===== src/sv/edge_pair_angle_core_assert.svh =====
// assertion macros for the edge pair angle design
`ifndef EDGE_PAIR_ANGLE_CORE_ASSERT_SVH
`define EDGE_PAIR_ANGLE_CORE_ASSERT_SVH

// same-cycle implication, checked outside reset
`define EPA_ASSERT_IMPLY(lbl, clk, rst, ante, cons, msg) \
   lbl: assert property (@(posedge clk) disable iff (rst) (ante) |-> (cons)) \
      else $error(msg);

// next-cycle implication, checked outside reset
`define EPA_ASSERT_NEXT(lbl, clk, rst, ante, cons, msg) \
   lbl: assert property (@(posedge clk) disable iff (rst) (ante) |=> (cons)) \
      else $error(msg);

`endif


===== src/sv/epa_pkg.sv =====
`timescale 1ns / 1ps
package epa_pkg;

   // scaled direction components fit 15 bits signed
   localparam int VEC_W = 15;
   localparam int COMP_BITS = 14;

   // angle accumulator, degrees scaled by 2^24
   localparam int TABLE_FRAC = 24;
   localparam int Z_W = 35;
   localparam int X_W = 34;
   localparam int MAX_STEPS = 32;

   localparam int OUT_W = 16;
   localparam int OUT_MAX = 65535;

   localparam int QUEUE_DEPTH = 4;

   localparam logic signed [Z_W-1:0] DEG90 = Z_W'(longint'(90) << TABLE_FRAC);
   localparam logic signed [Z_W-1:0] DEG180 = Z_W'(longint'(180) << TABLE_FRAC);

   // one classified edge pair between front and back
   typedef struct packed {
      logic signed [VEC_W-1:0] ax;
      logic signed [VEC_W-1:0] ay;
      logic signed [VEC_W-1:0] az;
      logic signed [VEC_W-1:0] bx;
      logic signed [VEC_W-1:0] by;
      logic signed [VEC_W-1:0] bz;
      logic                    degen;
   } dir_item_type;

   // arctangent of 2^-idx in degrees, scaled by 2^24
   function automatic logic [31:0] atan_q24(input int unsigned idx);
      logic [31:0] v;
      unique case (idx)
         0: v = 32'd754974720;
         1: v = 32'd445687602;
         2: v = 32'd235489088;
         3: v = 32'd119537938;
         4: v = 32'd60000934;
         5: v = 32'd30029717;
         6: v = 32'd15018523;
         7: v = 32'd7509720;
         8: v = 32'd3754917;
         9: v = 32'd1877466;
         10: v = 32'd938734;
         11: v = 32'd469367;
         12: v = 32'd234684;
         13: v = 32'd117342;
         14: v = 32'd58671;
         15: v = 32'd29335;
         16: v = 32'd14668;
         17: v = 32'd7334;
         18: v = 32'd3667;
         19: v = 32'd1833;
         20: v = 32'd917;
         21: v = 32'd458;
         22: v = 32'd229;
         23: v = 32'd115;
         24: v = 32'd57;
         25: v = 32'd29;
         26: v = 32'd14;
         27: v = 32'd7;
         28: v = 32'd4;
         29: v = 32'd2;
         30: v = 32'd1;
         default: v = 32'd0;
      endcase
      return v;
   endfunction

endpackage


===== src/sv/epa_fifo.sv =====
`timescale 1ns / 1ps
module epa_fifo (
   input  logic                  clock,
   input  logic                  reset,
   input  logic                  wr_valid,
   input  epa_pkg::dir_item_type wr_item,
   output logic                  full,
   output logic                  rd_valid,
   output epa_pkg::dir_item_type rd_item,
   input  logic                  rd_pop
);
   import epa_pkg::*;

   localparam int PW = $clog2(QUEUE_DEPTH);
   localparam int CW = $clog2(QUEUE_DEPTH + 1);

   dir_item_type  slot_ff [QUEUE_DEPTH];
   logic [PW-1:0] wp_ff, wp_in, rp_ff, rp_in;
   logic [CW-1:0] cnt_ff, cnt_in;
   logic          wr, rd;

   assign full = (cnt_ff == CW'(QUEUE_DEPTH));
   assign rd_valid = (cnt_ff != '0);
   assign rd_item = slot_ff[rp_ff];
   assign wr = wr_valid && !full;
   assign rd = rd_pop && rd_valid;

   // pointer and fill count update
   always_comb begin
      wp_in = wr ? wp_ff + PW'(1) : wp_ff;
      rp_in = rd ? rp_ff + PW'(1) : rp_ff;
      cnt_in = cnt_ff + CW'(wr) - CW'(rd);
   end

   always_ff @(posedge clock) begin
      if (reset) begin
         wp_ff <= '0;
         rp_ff <= '0;
         cnt_ff <= '0;
      end else begin
         wp_ff <= wp_in;
         rp_ff <= rp_in;
         cnt_ff <= cnt_in;
      end
   end

   // entry storage
   always_ff @(posedge clock) begin
      if (wr) begin
         slot_ff[wp_ff] <= wr_item;
      end
   end

endmodule


===== config.mk =====
export PLATFORM = sky130hd
export DESIGN_NAME = epa_fifo
export DESIGN_NICKNAME = d
export VERILOG_FILES = /design/src/sv/edge_pair_angle_core_assert.svh /design/src/sv/epa_pkg.sv /design/src/sv/epa_fifo.sv
export SDC_FILE = /design/constraint.sdc
export NUM_CORES = 1
export LEC_CHECK = 0
export BUFFER_PORTS_ARGS = -buffer_cell sky130_fd_sc_hd__buf_2
export CAP_MARGIN = 25
export CORE_ASPECT_RATIO = 0.8
export CORE_UTILIZATION = 50
export DETAILED_ROUTE_END_ITERATION = 12
export PLACE_DENSITY = 0.68
export SLEW_MARGIN = 15
export SYNTH_ARGS = -nofsm -noshare
export SYNTH_HDL_FRONTEND = slang
export SYNTH_SLANG_ARGS = --single-unit

===== constraint.sdc =====
create_clock -name clock -period 10 [get_ports clock]
set_clock_uncertainty 0.2 [all_clocks]
set_input_delay 0 -clock clock [delete_from_list [all_inputs] [get_ports clock]]
set_output_delay 0 -clock clock [all_outputs]
set_load 0.01 [all_outputs]

Word level (Yosys, flattened, before mapping)
Memory sizes are Yosys's and may differ from the RTL's. A register that Yosys moved wholly into a read port is not among the register bits. Cells that the tools add are included. Widths: inputs -> output; s select.

Memory bits (writable): 364. Word-level logic and storage cells: 17. Input port bits: 95. Flip-flop bits (word level): 7. Memories: 1. Output and inout bits: 93.

Memory list: slot_ff (words 4, width 91, read ports 1, clocked after Yosys merged registers in 1, write ports 1, line epa_fifo.sv:17) `dir_item_type slot_ff [QUEUE_DEPTH];`.

Reductions and logical operators: 4. Eq/ne operators: 1. Add/subtract/negate cells: 4. Mux-type cells: 4.

Operators with widths (number): $add 2x1->2 const B (2); $mux 2 (2); $add 3x1->3 (1); $eq 3x3->1 const B (1); $reduce_bool 3->1 (1); $sub 3x1->3 (1); $logic_and 1x1->1 (2); $mux 1 (2); $logic_not 1->1 (1).

Depth between registers and ports, before layout
Word-level depth: 5. Gate-level depth with buffers: 11. Gate-level depth less buffers: 11.

Least setup slack after synthesis
Ideal clock, no wire load.

Kind: flip-flop to flip-flop. Start: reg cnt_ff[1]. End: mem slot_ff[0][0] (netlist name) (enable). Clock period less this slack: 3.589 ns. Setup slack: 6.411 ns. Arrival time: 2.929 ns. Stages on the path, launching flop included: 4. Required time: 9.340 ns. Path buffers: 0. Library setup time: 0.460 ns. Cells stage by stage: dfxtp_1 nor3b_2 nor2_1 and2_1.

Longest elaborated chain between the ends: 5.

Ends and longest elaborated chain: start: declaration (line epa_fifo.sv:19) `logic [CW-1:0] cnt_ff, cnt_in;`; start signal: assignment (line epa_fifo.sv:43) `cnt_ff <= cnt_in;`; $eq 3x3->1 (line epa_fifo.sv:22) `assign full = (cnt_ff == CW'(QUEUE_DEPTH));`; via full (line epa_fifo.sv:7) `output logic full,`; $logic_not 1->1 (line epa_fifo.sv:25) `assign wr = wr_valid && !full;`; $logic_and 1x1->1 (line epa_fifo.sv:25); $mux 1 (line epa_fifo.sv:49) `if (wr) begin`; $mux 1 (not written as such) (line epa_fifo.sv:50) `slot_ff[wp_ff] <= wr_item;`; end: declaration (line epa_fifo.sv:17).

The timed path passes the listed nets, and every way through them passes these cells.

==> run metrics <==
most common cell in the synthesized netlist edfxtp_1; Die X 187 um; top cells by area, synth edfxtp_1, mux4_2, buf_12, dfxtp_1, ha_1; share of cells above drive strength 1 39.7%; clock sinks 373; Pleak 5.78 nW; Syn Nets 626; vias post-DR 6492; initial antenna violation count 1; global route total overflow 0; synth warn 0; Seq/Total Area, Yosys 81.2%; Die H 150 um; endpoints failing setup 0; ratio of final minimum period to clock period 31.5%; r2r setup slk 7020 ps; Starting Density 51.5%; Hold Fails Final Rpt 0; maximum VDD drop 136 uV; HPWL after detailed placement 14300 um; synthesized area per cell 26.1 um2; Primary FF master, synth edfxtp_1; core area 26600 um2; utilization after layout 64.1%; Worst Path Arrival 2950 ps; Rows 53; routability cong. 0.707; Critical Path RT 9800 ps; Clock Path Buffers 3; cts bufs inserted 37; I/O Buffers 187; Post-CTS Setup Bufs 0; CTS tree built; FF+latch count, synth 373; Cells after Synth 524; max cap viols 0; status finished, final reports clean; fin crit period 3150 ps; leading cell types by count after synthesis edfxtp_1, mux4_2, buf_12, buf_2, dfxtp_1; first-pass GRT wire length 38400 um; Area Growth Syn to Fin 24.5%; cell accounting for the most synthesized area edfxtp_1; vias in the first global route 6856; largest net degree at the start of global routing 56; Worst setup SP type register; final max-slew violation count 0; setup_tns 0 ps; IO Pins 188; H-Tree Depth 2; Worst setup EP type output port; 1st-pass router iterations 4; relative slew slack 43.4%; hold_ws 37.5 ps; Filler Cells Inserted 1765; Routed WL 24800 um; gr usage total 18.0%; synthesized area 13700 um2; worst slew pin tran 849 ps; unrepaired setup endpoints after global routing false; Fmax 318 MHz; vias per inst 5.34; post-layout power 4.21 mW; nets 933; asr flop ratio synth 0%; synth unique cells 24; clock root buffer clkbuf_16; DRC Markers 0; DR iter-0 viols 382; Die Footprint 28000 um2; Worst-path clk slew 60 ps; post-route ant nets 0; worst-path fanout max 41; pwr/cell area 247 nW/um2; Synth top area share 79.9%; worst-skew pair later-pin latency 510 ps; Crit Path Class reg2out; EDFF count, synth 364; Routed wire per std cell 20.4 um; Hold Path Class in2reg
-- metrics by stage --
stage / worst slack [ps] / std cells / area (um2)
after detailed placement: 7000 / 1053 / 14900
final: 6850 / 1215 / 17000
after global routing: 6590 / 1215 / 17000
after CTS: 6440 / 1213 / 17000
after global placement: 7000 / 1053 / 14900
after floorplan: 6410 / 524 / 13700
-- power breakdown --
| part | internal [mW] | switching, mW | total, mW |
|---|---|---|---|
| registers | 1.90 | 0.0962 | 1.99 |
| clock network | 0.784 | 0.539 | 1.32 |
| logic | 0.453 | 0.436 | 0.889 |
| total | 3.14 | 1.07 | 4.21 |
-- cells by family after synthesis --
kind of cell,synth area share (%)
compound gates,0.201
xor+xnor,0.192
fa+ha+maj,0.695
buf+inv,1.95
flops,81.2
mux,15.0
simple gates,0.749
-- cells in the final DEF, fill, tap and decap left out, types with 2 or more instances in the layout --
cell type | netlist | routed
or3_1 | 2 | 2
clkinv_2 | 0 | 4
nand2b_1 | 2 | 2
and2_4 | 0 | 4
bufinv_16 | 0 | 3
xor2_1 | 2 | 2
dfxtp_1 | 9 | 7
clkbuf_16 | 0 | 39
inv_1 | 6 | 6
dlygate4sd3_1 | 0 | 95
buf_4 | 0 | 6
ha_1 | 6 | 6
clkinv_1 | 0 | 13
edfxtp_1 | 364 | 364
buf_2 | 9 | 187
clkbuf_1 | 2 | 4
mux4_2 | 91 | 91
dfxtp_4 | 0 | 2
nor2_1 | 6 | 6
-- path summary, 6_finish.rpt --
check         startpoint        endpoint  depth (start not counted)
max reg2reg    cnt_ff[1]       cnt_ff[1]                         10
min reg2reg     wp_ff[1]        wp_ff[1]                          2
max             register      rd_item[5]                          4
min          wr_item[78]  slot_ff[2][78]                          2
-- what timing repair did --
item,CTS,global route
endpoints found under the setup margin,0,0
endpoints found under the hold margin,373,0
gates resized for setup,0,0
hold buffers,95,0
-- area by class of cell --
class / count / area (um2) / share of cell area [%]
diodes: 1 / 2.50 / 0.0147
clock buffers: 43 / 991 / 5.82
clock inverters: 22 / 175 / 1.03
inverters: 6 / 22.5 / 0.132
multi-input cells: 124 / 2320 / 13.6
flip-flops and latches: 373 / 11100 / 65.3
well taps: 357 / 447 / 2.62
repair buffers: 289 / 1960 / 11.5
-- sequential cells by signal (all words and copies together), names as in the netlist, named ones only --
| name | cells |
|---|---|
| cnt_ff | 3 |
| wp_ff | 2 |
| rp_ff | 2 |
| slot_ff | 364 |
-- worst max-delay path, cell delays in order (launching register included) --
cell and delay [ps]:
dfxtp_4 910, buf_4 430, buf_16 320, mux4_2 590
buf_2 160
-- metal layers --
metal | track usage [%] | share of wire, % | up-vias
met2 | 29.5 | 49 | 237
met1 | 24.8 | 43 | 3352
met4 | 5.25 | 1.8 | 0
met3 | 3.80 | 5.6 | 42
li1 | - | - | 2861
met5 | 0 | 0 | -
Power figures use the tool's default switching activity.
